## src/design/dda_pkg.sv

```systemverilog
package dda_pkg;

  // Fixed field widths
  localparam int unsigned COORD_W   = 12;
  localparam int unsigned COLOR_W   = 32;
  localparam int unsigned DIM_W     = 11;
  localparam int unsigned CFG_IDX_W = 2;

  // Defaults for the top-level parameters
  localparam int unsigned MAX_STEPS_DEF = 63;
  localparam int unsigned FRAC_BITS_DEF = 16;

  // Register reset values
  localparam logic [DIM_W-1:0] SCREEN_W_RST = DIM_W'(800);
  localparam logic [DIM_W-1:0] SCREEN_H_RST = DIM_W'(600);

  // Register indexes
  localparam logic [CFG_IDX_W-1:0] CFG_SCREEN_WIDTH  = CFG_IDX_W'(0);
  localparam logic [CFG_IDX_W-1:0] CFG_SCREEN_HEIGHT = CFG_IDX_W'(1);

  typedef enum logic [2:0] {
    ST_IDLE,
    ST_PREP,
    ST_DIV_X,
    ST_DIV_Y,
    ST_WALK
  } dda_state_e;

  // Divider status toward the sequencer
  typedef struct packed {
    logic busy;
    logic done;
  } div_stat_t;

endpackage

```

## src/design/dda_div.sv

```systemverilog
// Restoring divider: (mag << FRAC_BITS) / divisor, one quotient bit per cycle.
module dda_div import dda_pkg::*; #(
  parameter int unsigned FRAC_BITS = FRAC_BITS_DEF,
  localparam int unsigned DW       = COORD_W + FRAC_BITS
) (
  input  logic               clk_i,
  input  logic               rst_ni,
  input  logic               start_i,
  input  logic [COORD_W-1:0] mag_i,
  input  logic [COORD_W-1:0] divisor_i,
  output div_stat_t          stat_o,
  output logic [DW-1:0]      quot_o
);

  localparam int unsigned CW = $clog2(DW);

  logic          busy_q, busy_d;
  logic          done_q, done_d;
  logic [CW-1:0] cnt_q, cnt_d;
  logic [COORD_W-1:0] rem_q, rem_d;
  logic [COORD_W-1:0] dvs_q, dvs_d;
  logic [DW-1:0]      quo_q, quo_d;
  logic [COORD_W:0]   trial;
  logic               ge;

  assign trial = {rem_q, quo_q[DW-1]};
  assign ge    = trial >= {1'b0, dvs_q};

  always_comb begin
    busy_d = busy_q;
    done_d = 1'b0;
    cnt_d  = cnt_q;
    rem_d  = rem_q;
    dvs_d  = dvs_q;
    quo_d  = quo_q;
    if (start_i) begin
      busy_d = 1'b1;
      cnt_d  = '0;
      rem_d  = '0;
      dvs_d  = divisor_i;
      quo_d  = {mag_i, {FRAC_BITS{1'b0}}};
    end else if (busy_q) begin
      rem_d = ge ? COORD_W'(trial - {1'b0, dvs_q}) : trial[COORD_W-1:0];
      quo_d = {quo_q[DW-2:0], ge};
      cnt_d = cnt_q + 1'b1;
      if (cnt_q == CW'(DW - 1)) begin
        busy_d = 1'b0;
        done_d = 1'b1;
      end
    end
  end

  always_ff @(posedge clk_i or negedge rst_ni) begin
    if (!rst_ni) begin
      busy_q <= 1'b0;
      done_q <= 1'b0;
      cnt_q  <= '0;
    end else begin
      busy_q <= busy_d;
      done_q <= done_d;
      cnt_q  <= cnt_d;
    end
  end

  always_ff @(posedge clk_i) begin
    rem_q <= rem_d;
    dvs_q <= dvs_d;
    quo_q <= quo_d;
  end

  assign stat_o.busy = busy_q;
  assign stat_o.done = done_q;
  assign quot_o      = quo_q;

endmodule

```

## src/design/dda_line_rasterizer_core.sv

```systemverilog
// DDA line rasterizer.
// Line requests come in on in_valid_i / in_stall_o with two end points and a
// color; pixel requests leave on out_valid_o / out_stall_i, one per pixel.
// Screen size registers are written through cfg_valid_i / cfg_ready_o
// (index 0 width, index 1 height); ready is always high, write only when idle.
// Per line: one prep state forms deltas and steps, then the shared divider
// runs twice (x then y increment), each run ending with a one-cycle done
// strobe. Then one pixel per cycle while the output is not stalled,
// steps+1 pixels, capped at MAX_STEPS+1. The divider's one-bit-per-cycle loop
// sets the setup time; the single output register sets the walk rate.
// A zero-length line goes from prep straight back to idle and emits nothing.
// in_stall_o is high from accept until the last pixel sits in the output reg.
// When out_stall_i is high while the output register holds a pixel, the walk
// freezes and that pixel holds. Reset returns to idle, drops out_valid_o and
// restores the screen size to 800x600.
module dda_line_rasterizer_core import dda_pkg::*; #(
  parameter int unsigned MAX_STEPS = MAX_STEPS_DEF,
  parameter int unsigned FRAC_BITS = FRAC_BITS_DEF
) (
  input  logic                  clk_i,
  input  logic                  rst_ni,
  // line request channel
  input  logic                  in_valid_i,
  output logic                  in_stall_o,
  input  logic signed [COORD_W-1:0] start_x_i,
  input  logic signed [COORD_W-1:0] start_y_i,
  input  logic signed [COORD_W-1:0] end_x_i,
  input  logic signed [COORD_W-1:0] end_y_i,
  input  logic [COLOR_W-1:0]    line_color_i,
  // pixel request channel
  output logic                  out_valid_o,
  input  logic                  out_stall_i,
  output logic signed [COORD_W-1:0] pixel_x_o,
  output logic signed [COORD_W-1:0] pixel_y_o,
  output logic [COLOR_W-1:0]    pixel_color_o,
  output logic                  on_screen_o,
  output logic                  last_pixel_o,
  output logic                  cut_short_o,
  // register write channel
  input  logic                  cfg_valid_i,
  output logic                  cfg_ready_o,
  input  logic [CFG_IDX_W-1:0]  cfg_index_i,
  input  logic [DIM_W-1:0]      cfg_data_i
);

  localparam int unsigned DW  = COORD_W + FRAC_BITS;      // quotient width
  localparam int unsigned PW  = COORD_W + 1 + FRAC_BITS;  // fixed-point position
  localparam int unsigned SLW = $clog2(MAX_STEPS + 1);

  dda_state_e state_q, state_d;

  // config
  logic [DIM_W-1:0] width_q, height_q;

  // captured request
  logic signed [COORD_W-1:0] sx_q, sy_q, ex_q, ey_q;
  logic [COLOR_W-1:0]        color_q;

  // walk state
  logic signed [PW-1:0] pos_x_q, pos_x_d, pos_y_q, pos_y_d;
  logic signed [PW-1:0] inc_x_q, inc_x_d, inc_y_q, inc_y_d;
  logic [SLW-1:0]       left_q, left_d;
  logic                 cut_q, cut_d;
  logic                 neg_x_q, neg_x_d, neg_y_q, neg_y_d;
  logic [COORD_W-1:0]   ady_q, ady_d, steps_q, steps_d;

  // output register
  logic                      ovalid_q, ovalid_d;
  logic signed [COORD_W-1:0] px_q, py_q;
  logic [COLOR_W-1:0]        pcol_q;
  logic                      on_q, last_q, cutout_q;
  logic                      load;

  // prep datapath
  logic signed [COORD_W:0] dx, dy;
  logic [COORD_W-1:0]      adx, ady, steps;

  // divider
  logic               div_start;
  logic [COORD_W-1:0] div_mag;
  div_stat_t          div_stat;
  logic [DW-1:0]      div_q;
  logic signed [PW-1:0] div_inc;
  logic               div_neg;

  // pixel from position
  logic signed [COORD_W-1:0] cur_px, cur_py;
  logic                      cur_on, cur_last;

  function automatic logic signed [COORD_W-1:0] trunc_pos(logic signed [PW-1:0] p);
    logic signed [PW-FRAC_BITS-1:0] fl;
    logic                           up;
    fl = (PW-FRAC_BITS)'(p >>> FRAC_BITS);
    up = p[PW-1] && (p[FRAC_BITS-1:0] != '0);
    return COORD_W'(fl + (PW-FRAC_BITS)'(up));
  endfunction

  assign dx    = {ex_q[COORD_W-1], ex_q} - {sx_q[COORD_W-1], sx_q};
  assign dy    = {ey_q[COORD_W-1], ey_q} - {sy_q[COORD_W-1], sy_q};
  assign adx   = dx[COORD_W] ? COORD_W'(-dx) : dx[COORD_W-1:0];
  assign ady   = dy[COORD_W] ? COORD_W'(-dy) : dy[COORD_W-1:0];
  assign steps = (adx > ady) ? adx : ady;

  assign div_inc = div_neg ? -PW'({1'b0, div_q}) : PW'({1'b0, div_q});

  assign cur_px   = trunc_pos(pos_x_q);
  assign cur_py   = trunc_pos(pos_y_q);
  assign cur_on   = !cur_px[COORD_W-1] && !cur_py[COORD_W-1] &&
                    (cur_px[DIM_W-1:0] < width_q) && (cur_py[DIM_W-1:0] < height_q);
  assign cur_last = (left_q == '0);

  // output register free or emptying this cycle
  assign load = (state_q == ST_WALK) && (!ovalid_q || !out_stall_i);

  always_comb begin
    state_d   = state_q;
    pos_x_d   = pos_x_q;
    pos_y_d   = pos_y_q;
    inc_x_d   = inc_x_q;
    inc_y_d   = inc_y_q;
    left_d    = left_q;
    cut_d     = cut_q;
    neg_x_d   = neg_x_q;
    neg_y_d   = neg_y_q;
    ady_d     = ady_q;
    steps_d   = steps_q;
    div_start = 1'b0;
    div_mag   = ady_q;
    div_neg   = neg_x_q;
    ovalid_d  = ovalid_q && out_stall_i;
    case (state_q)
      ST_IDLE: begin
        if (in_valid_i) state_d = ST_PREP;
      end
      ST_PREP: begin
        if (steps == '0) begin
          state_d = ST_IDLE;
        end else begin
          // start position: start point in fixed point, no fraction
          pos_x_d   = {sx_q[COORD_W-1], sx_q, {FRAC_BITS{1'b0}}};
          pos_y_d   = {sy_q[COORD_W-1], sy_q, {FRAC_BITS{1'b0}}};
          neg_x_d   = dx[COORD_W];
          neg_y_d   = dy[COORD_W];
          ady_d     = ady;
          steps_d   = steps;
          cut_d     = steps > COORD_W'(MAX_STEPS);
          left_d    = (steps > COORD_W'(MAX_STEPS)) ? SLW'(MAX_STEPS) : steps[SLW-1:0];
          div_start = 1'b1;
          div_mag   = adx;
          state_d   = ST_DIV_X;
        end
      end
      ST_DIV_X: begin
        if (div_stat.done) begin
          inc_x_d   = div_inc;
          div_start = 1'b1;
          div_mag   = ady_q;
          state_d   = ST_DIV_Y;
        end
      end
      ST_DIV_Y: begin
        div_neg = neg_y_q;
        if (div_stat.done) begin
          inc_y_d = div_inc;
          state_d = ST_WALK;
        end
      end
      ST_WALK: begin
        if (load) begin
          ovalid_d = 1'b1;
          if (cur_last) begin
            state_d = ST_IDLE;
          end else begin
            pos_x_d = pos_x_q + inc_x_q;
            pos_y_d = pos_y_q + inc_y_q;
            left_d  = left_q - 1'b1;
          end
        end
      end
      default: state_d = ST_IDLE;
    endcase
  end

  dda_div #(
    .FRAC_BITS(FRAC_BITS)
  ) u_div (
    .clk_i    (clk_i),
    .rst_ni   (rst_ni),
    .start_i  (div_start),
    .mag_i    (div_mag),
    .divisor_i(state_q == ST_PREP ? steps : steps_q),
    .stat_o   (div_stat),
    .quot_o   (div_q)
  );

  always_ff @(posedge clk_i or negedge rst_ni) begin
    if (!rst_ni) begin
      state_q  <= ST_IDLE;
      ovalid_q <= 1'b0;
      width_q  <= SCREEN_W_RST;
      height_q <= SCREEN_H_RST;
    end else begin
      state_q  <= state_d;
      ovalid_q <= ovalid_d;
      if (cfg_valid_i) begin
        if (cfg_index_i == CFG_SCREEN_WIDTH)  width_q  <= cfg_data_i;
        if (cfg_index_i == CFG_SCREEN_HEIGHT) height_q <= cfg_data_i;
      end
    end
  end

  always_ff @(posedge clk_i) begin
    if (state_q == ST_IDLE && in_valid_i) begin
      sx_q    <= start_x_i;
      sy_q    <= start_y_i;
      ex_q    <= end_x_i;
      ey_q    <= end_y_i;
      color_q <= line_color_i;
    end
    pos_x_q <= pos_x_d;
    pos_y_q <= pos_y_d;
    inc_x_q <= inc_x_d;
    inc_y_q <= inc_y_d;
    left_q  <= left_d;
    cut_q   <= cut_d;
    neg_x_q <= neg_x_d;
    neg_y_q <= neg_y_d;
    ady_q   <= ady_d;
    steps_q <= steps_d;
    if (load) begin
      px_q     <= cur_px;
      py_q     <= cur_py;
      pcol_q   <= color_q;
      on_q     <= cur_on;
      last_q   <= cur_last;
      cutout_q <= cur_last && cut_q;
    end
  end

  assign in_stall_o    = (state_q != ST_IDLE);
  assign cfg_ready_o   = 1'b1;
  assign out_valid_o   = ovalid_q;
  assign pixel_x_o     = px_q;
  assign pixel_y_o     = py_q;
  assign pixel_color_o = pcol_q;
  assign on_screen_o   = on_q;
  assign last_pixel_o  = last_q;
  assign cut_short_o   = cutout_q;

`ifndef NO_ASSERTIONS
  // cut flag only ever rides on the final pixel
  a_cut_on_last: assert property (@(posedge clk_i) disable iff (!rst_ni)
    out_valid_o && cut_short_o |-> last_pixel_o)
    else $error("cut_short without last_pixel");

  // divider is never restarted mid-run
  a_div_idle_start: assert property (@(posedge clk_i) disable iff (!rst_ni)
    div_start |-> !div_stat.busy)
    else $error("divider started while busy");

  // an accepted line blocks the input on the next cycle
  a_accept_stalls: assert property (@(posedge clk_i) disable iff (!rst_ni)
    in_valid_i && !in_stall_o |=> in_stall_o)
    else $error("input not stalled after accept");

  // loading the last pixel ends the walk
  a_last_ends_walk: assert property (@(posedge clk_i) disable iff (!rst_ni)
    load && cur_last |=> state_q == ST_IDLE && out_valid_o && last_pixel_o)
    else $error("walk did not end on last pixel");
`endif

endmodule
```

## config.mk

```make
export PLATFORM = sky130hd
export DESIGN_NAME = dda_line_rasterizer_core
export DESIGN_NICKNAME = d
export VERILOG_FILES = /design/src/design/dda_pkg.sv /design/src/design/dda_div.sv /design/src/design/dda_line_rasterizer_core.sv
export SDC_FILE = /design/constraint.sdc
export NUM_CORES = 1
export LEC_CHECK = 0
export ABC_AREA = 1
export ABC_CLOCK_PERIOD_IN_PS = 5600
export BUFFER_PORTS_ARGS = -buffer_cell sky130_fd_sc_hd__buf_4
export CELL_PAD_IN_SITES_DETAIL_PLACEMENT = 1
export CELL_PAD_IN_SITES_GLOBAL_PLACEMENT = 1
export CORE_MARGIN = 8
export CORE_UTILIZATION = 43
export CTS_CLUSTER_SIZE = 30
export DETAILED_ROUTE_END_ITERATION = 7
export HOLD_SLACK_MARGIN = 0.02
export PLACE_DENSITY = 0.81
export SLEW_MARGIN = 5
export SYNTH_ARGS = -nofsm -noshare
export SYNTH_HDL_FRONTEND = slang
export SYNTH_SLANG_ARGS = --single-unit
```

## constraint.sdc

```tcl
create_clock -name clk_i -period 5.6 [get_ports clk_i]
set_clock_uncertainty 0.2 [all_clocks]
set_input_delay 0.56 -clock clk_i [delete_from_list [all_inputs] [get_ports clk_i]]
set_output_delay 0.56 -clock clk_i [all_outputs]
set_load 0.01 [all_outputs]
```

==> After elaboration in Yosys (flattened, before gate mapping) <==
Cells that the tools add are included.
{ "totals": {"memories": 0, "wordCells": 137, "latchBits": 0, "out_inout_bits": 62, "regBits": 373, "ramBits": 0, "romBits": 0} }
{ "classes": {"muxes": 44, "order_cmp": 5, "n_eq_ne": 13, "n_addsub": 12, "shift": 0, "bitwise": 1, "reduce_logical": 30, "n_mul": 0, "div_mod_pow": 0} }
{ "ops": {"columns": ["operator", "n"], "rows": [
  ["$mux W29", 7],
  ["$pmux W29 S2", 2],
  ["$mux W12", 7],
  ["$add A29 B29 Y29", 2],
  ["$mux W28", 2],
  ["$reduce_bool A16 Y1", 2],
  ["$neg A28 Y29", 1],
  ["$sub A12 B12 Y13", 2],
  ["$add A12 B1 Y12", 2],
  ["$mux W6", 4],
  ["$neg A12 Y12", 2],
  ["$lt A11 B11 Y1", 2],
  ["$mux W3", 5],
  ["$pmux W3 S5", 1],
  ["$ge A13 B12 Y1", 1],
  ["$gt A12 B12 Y1", 1],
  ["$gt A12 B6 Y1 const B", 1],
  ["$logic_not A12 Y1", 1],
  ["$pmux W6 S2", 1],
  ["$sub A12 B12 Y12", 1],
  ["$mux W1", 11],
  ["$mux W5", 2],
  ["$ne A2 B2 Y1 const B", 5],
  ["$reduce_and A2 Y1", 5],
  ["21 further kinds", 35]
]} }

==> Longest topological paths before layout <==
{ "logic_depth": {"word_depth": 9, "ltp_mapped": 36, "mapped_depth_nobuf": 35} }

==> Modules after synthesis <==
A second synthesis with hierarchy kept.
{ "hier_totals": {"hier_cells": 2283, "area_unflattened_um2": 21199.1} }
{ "by_module_without_submodules": {"columns": ["module", "n_inst", "area_per_inst_um2", "seq_area_each_um2", "cells_per_inst"], "rows": [
  ["dda_line_rasterizer_core", 1, 18034.8, 9307.7, 1922],
  ["dda_div", 1, 3164.3, 1456.4, 361]
]} }

==> Least setup slack after synthesis <==
OpenSTA, ideal clock, no wires.
{ "synth_path": {"path_type": "reg-to-reg", "startpoint": "register sy_q[0]", "endpoint": "register left_q[0], enable pin", "arrival_ns": 5.227, "synth_period_minus_slack_ns": 5.850, "setup_slack_ns": -0.250, "path_stages_with_launch": 32, "t_required_ns": 4.976, "n_path_buf": 2, "path_cell_list": "edfxtp_1 > ha_1 > fa_1 > inv_1 > nand3_1 > nand3_1 > nand2_1 > nor2_1 > nand3_2 > nor2_1 > nand2_1 > nand2_1 > nand2_1 > nand2_1 > nand2_1 > ha_1 > nand4_1 > nor2_1 > nand2_1 > nand3_1 > nand2_1 > inv_1 > clkbuf_1 > nand3_1 > nand3_1 > nor2_1 > nand2_1 > nor2_2 > nand3_4 > nand2_4 > buf_4 > nand2_1"} }
{ "synth_via": {"elab_chain_len": 8} }
{ "synth_rtl": {"columns": ["item", "line", "text"], "rows": [
  ["from (decl)", "dda_line_rasterizer_core.sv:56", "logic signed [COORD_W-1:0] sx_q, sy_q, ex_q, ey_q;"],
  ["from (signal assigned)", "dda_line_rasterizer_core.sv:215", "sy_q <= start_y_i;"],
  ["$sub A12 B12 Y13 (*)", "dda_line_rasterizer_core.sv:99", "assign dy = {ey_q[COORD_W-1], ey_q} - {sy_q[COORD_W-1], sy_q};"],
  ["$neg A12 Y12", "dda_line_rasterizer_core.sv:101", "assign ady = dy[COORD_W] ? COORD_W'(-dy) : dy[COORD_W-1:0];"],
  ["$mux W12 (*)", "dda_line_rasterizer_core.sv:101", null],
  ["$gt A12 B12 Y1", "dda_line_rasterizer_core.sv:102", "assign steps = (adx > ady) ? adx : ady;"],
  ["$mux W12 (*)", "dda_line_rasterizer_core.sv:102", null],
  ["$logic_not A12 Y1 (*)", "dda_line_rasterizer_core.sv:136", "if (steps == '0) begin"],
  ["$ne A2 B2 Y1 (no line) (*)", null, null],
  ["$reduce_and A4 Y1 (no line) (*)", null, null],
  ["to (signal assigned)", "dda_line_rasterizer_core.sv:224", "left_q <= left_d;"],
  ["to (decl)", "dda_line_rasterizer_core.sv:62", "logic [SLW-1:0] left_q, left_d;"]
]} }
Mark *: on every way between the ends. The rest lies on a longest branch, timed or not.
A chain may end at the register's enable or synchronous reset.

==> Worst setup path in the final report <==
{ "layout_path": {"startpoint": "register ey_q[4]", "endpoint": "register steps_q[11], enable pin"} }
{ "layout_via": {"elab_chain_len": 8} }
{ "layout_rtl": {"columns": ["item", "line", "text"], "rows": [
  ["from (decl)", "dda_line_rasterizer_core.sv:56", null],
  ["from (signal assigned)", "dda_line_rasterizer_core.sv:217", "ey_q <= end_y_i;"],
  ["$sub A12 B12 Y13 (*)", "dda_line_rasterizer_core.sv:99", null],
  ["$neg A12 Y12", "dda_line_rasterizer_core.sv:101", null],
  ["$mux W12 (*)", "dda_line_rasterizer_core.sv:101", null],
  ["$gt A12 B12 Y1", "dda_line_rasterizer_core.sv:102", null],
  ["$mux W12 (*)", "dda_line_rasterizer_core.sv:102", null],
  ["via steps[2]", "dda_line_rasterizer_core.sv:76", "logic [COORD_W-1:0] adx, ady, steps;"],
  ["$logic_not A12 Y1 (*)", "dda_line_rasterizer_core.sv:136", null],
  ["$not A1 Y1 (no line) (*)", null, null],
  ["$reduce_and A2 Y1 (no line) (*)", null, null],
  ["to (signal assigned)", "dda_line_rasterizer_core.sv:229", "steps_q <= steps_d;"],
  ["to (decl)", "dda_line_rasterizer_core.sv:65", "logic [COORD_W-1:0] ady_q, ady_d, steps_q, steps_d;"]
]} }
Mark *: on every way through the listed nets, which the timed path passes. The rest lies on a longest branch.

==> results_dict.tcl <==
set metrics [dict create \
    power_leakage_nw 11.1 \
    ratio_of_cells_with_drive_above_1_in_the_final_layout_pct 13.5 \
    cts-root-to-sink-buffers 3 \
    clk_transition_reported_paths_ps 70 \
    worst_setup_path_start_kind "register" \
    worstMarginPinSlew_ps 1040 \
    floorplan.die.height_um 236 \
    vias_per_cell 5.56 \
    syn-instance-count 2275 \
    clock_latency_ps 610 \
    timing.max_slew.rel_slack_pct 30.6 \
    synth-edff-count 312 \
    maximum_capacitance_violations 0 \
    synthAdderAreaFrac_pct 8.52 \
    post_synth_xor_area_fraction_pct 3.15 \
    grt_start_max_net_pins 60 \
    ff2ff_path_depth 30 \
    clock_tree.root_cell "sky130_fd_sc_hd__clkbuf_16" \
    synth_top_family_by_area "simple AND/OR/NAND/NOR gates" \
    detailed_route_drc_error_count 0 \
    use_met3_pct 3.70 \
    ys_seq_area_share_pct 51.6 \
    htree_num_levels 2 \
    timing.rr.start "ey_q[4]" \
    yosysUniqueCellTypes 53 \
    post-place-ws_ps 261 \
    min_path_cells 3 \
    global_route.usage.total_pct 24.8 \
    initial_utilization_pct 43.6 \
    whs_ps 53.2 \
    i_o_pin_total 160 \
    number_of_nets_produced_by_synthesis 2512 \
    r2r_setup_slack_ps 300 \
    report.final.setup_viol 0 \
    synth.top_cells.by_area "sky130_fd_sc_hd__edfxtp_1 45%, sky130_fd_sc_hd__nand2_1 9.1%, sky130_fd_sc_hd__ha_1 8.0%" \
    synth.mux.area_fraction_pct 0 \
    worst_path_largest_cell_delay_ps 470 \
    clock_buffer_count_from_cts 43 \
    path_common_cell "sky130_fd_sc_hd__nand2_1" \
    wl_per_cell_um 22.4 \
    cts_tree "done" \
    place.detailed.hpwl_um 50200 \
    drt-pass1-iter-count 4 \
    flow.area_growth_from_synthesis_pct 20.3 \
    synth_largest_type_area_fraction_pct 44.9 \
    post-synth-top-count-cell "sky130_fd_sc_hd__nand2_1" \
    cp.buffers_inverters 4 \
    grt_pass1_vias 18900 \
    setup.worst_path.class "register to register" \
    synthesis.area_um2 20900 \
    critPathArrivalTime_ps 5330 \
    worst_path_max_delay_cell "sky130_fd_sc_hd__ha_1" \
    clock-sinks 373 \
    hold_viol 0 \
    finalCriticalPeriod_ps 5300 \
    timing.final.max_slew_violations 0 \
    critical_path_peak_fanout 27 \
    drt-initial-drc-count 1082 \
    regToRegEndpoint "steps_q[11]" \
    timing.critical_path.to_type "register" \
    power.density_nw_per_um2 454 \
    max_clock_freq_mhz 189 \
    fp.coreArea_um2 47800 \
    startpoint_of_the_tightest_hold_check_path "cfg_data_i[6]" \
    place_congestion 0.906 \
    synth_compound_area_share_pct 10.3 \
    simple_gate_share_of_the_synthesized_area_pct 19.3 \
    post-route-period-util_pct 94.6 \
    grt_antenna_before_repair 4 \
    antennaDiodeCount 0 \
    grt.overflow.total 0 \
    drt_wl_total_um 71300 \
    std_cell_rows 80 \
    detailroute.via_count 17700 \
    die_area_um2 55800 \
    synth-main-ff-cell "sky130_fd_sc_hd__edfxtp_1" \
    ys_async_sr_fraction_pct 8.85 \
    yosys-top-cells-count "508 x sky130_fd_sc_hd__nand2_1, 322 x sky130_fd_sc_hd__inv_1, 312 x sky130_fd_sc_hd__edfxtp_1" \
    grt_pass1_wl_um 109000 \
    nets 2776 \
    fin_area_um2 25100 \
    hp-class "input pin to register" \
    run_status "finished, final reports clean" \
    grt.met1_usage_pct 28.7 \
    peakVddDrop_v 0.000325 \
    synthDominantAreaCellType "sky130_fd_sc_hd__edfxtp_1" \
    holdPathEnd "height_q[6]" \
    port_buffers 158 \
    ys_seq_elements 373 \
    finalCoreUtilization_pct 52.4 \
    setup_ws_ps 303 \
    busiest_layer "met2" \
    cp.required_ps 5630 \
    groute.layer.met2.usage_pct 45.2 \
    kind_of_cell_with_the_highest_combined_delay_on_the_critical_path "simple AND/OR/NAND/NOR gates" \
    place_area_um2 22800 \
    yosysWarningCount 0 \
    drt.antenna.violating_nets 0 \
    postSynthAreaPerCell_um2 9.17 \
    fp.dieW_um 236 \
]
[metal layers]
layer	vias to the layer above	share of wire [%]
met5	-	0.046
met4	6	4.4
met3	181	4.7
met2	497	51
met1	8770	40
li1	8250	-
[worst max-delay path by stage]
stage	slack, ps	cells after the start	from	end
finish	300	30	ey_q[4]	steps_q[11]
detailed placement	260	32	sy_q[0]	u_div.dvs_q[11]
floorplan	240	6	state_q[1]	left_q[0]
CTS	220	32	sy_q[0]	u_div.dvs_q[11]
global route	-40	33	sy_q[0]	steps_q[11]
global placement	440	32	sy_q[0]	u_div.dvs_q[11]
[cell type report]
cell class,instances,area [µm²]
fillers,5492,22800
flip-flops and latches,373,10800
multi-input cells,1527,8680
repair buffers,260,2190
inverters,333,1250
clock buffers,55,1150
well taps,615,769
clock inverters,23,278
repair inverters,1,5.00
[registers in the layout, indices dropped and copies added, names as in the netlist, 28 cells and up]
register       flops
inc_y_q           29
color_q           32
u_div.quot_o      28
pos_y_q           29
pos_x_q           29
inc_x_q           29
pixel_color_o     32
[kinds of logic after synthesis]
group	count (synthesis)
xor gates and xnor gates	75
DFF	373
AOI/OAI and AO/OA	392
adders and majority gates	139
buffers and inverters	375
and+or+nand+nor	920
other	1
[repair_timing]
item                                   in CTS  in global routing
setup buffers                               0                  3
endpoints found under the hold margin     106                  0
resized for setup                           0                 13
hold buffers                               81                  0
setup endpoints to repair                   0                167
[cells in the final DEF (no fill, tap or decap), drive strengths merged, types with 9 or more instances in the layout]
cell type	n
a21o	9
a21oi	155
a31oi	16
buf	179
clkbuf	55
clkinv	12
dfrtp	26
dfxtp	28
dlygate4sd3	81
edfxtp	312
ha	134
inv	336
nand2	523
nand3	135
nand4	40
nor2	148
nor3	28
nor4	14
o21a	9
o21ai	171
o21bai	10
or2	20
xnor2	18
xor2	57
[where the power goes]
group / internal [mW] / switching [mW] / total (mW)
clock network: 1.74 / 1.25 / 2.98
logic: 1.45 / 2.92 / 4.36
registers: 3.71 / 0.330 / 4.04
total: 6.90 / 4.49 / 11.4
[per-stage QoR]
stage | setup TNS [ps] | instances | power (mW)
after global routing | -1230 | 3187 | 12.0
final | 0 | 3187 | 11.4
after global placement | 0 | 3024 | 7.99
after detailed placement | 0 | 3024 | 8.23
after floorplan | 0 | 2275 | 6.90
after CTS | 0 | 3183 | 11.2
[tightest hold or removal path, stage by stage]
cell                      delay, ps
sky130_fd_sc_hd__buf_4          110
sky130_fd_sc_hd__inv_1           60
sky130_fd_sc_hd__o21ai_0         90
No activity file was read; power rests on OpenSTA's default activity.
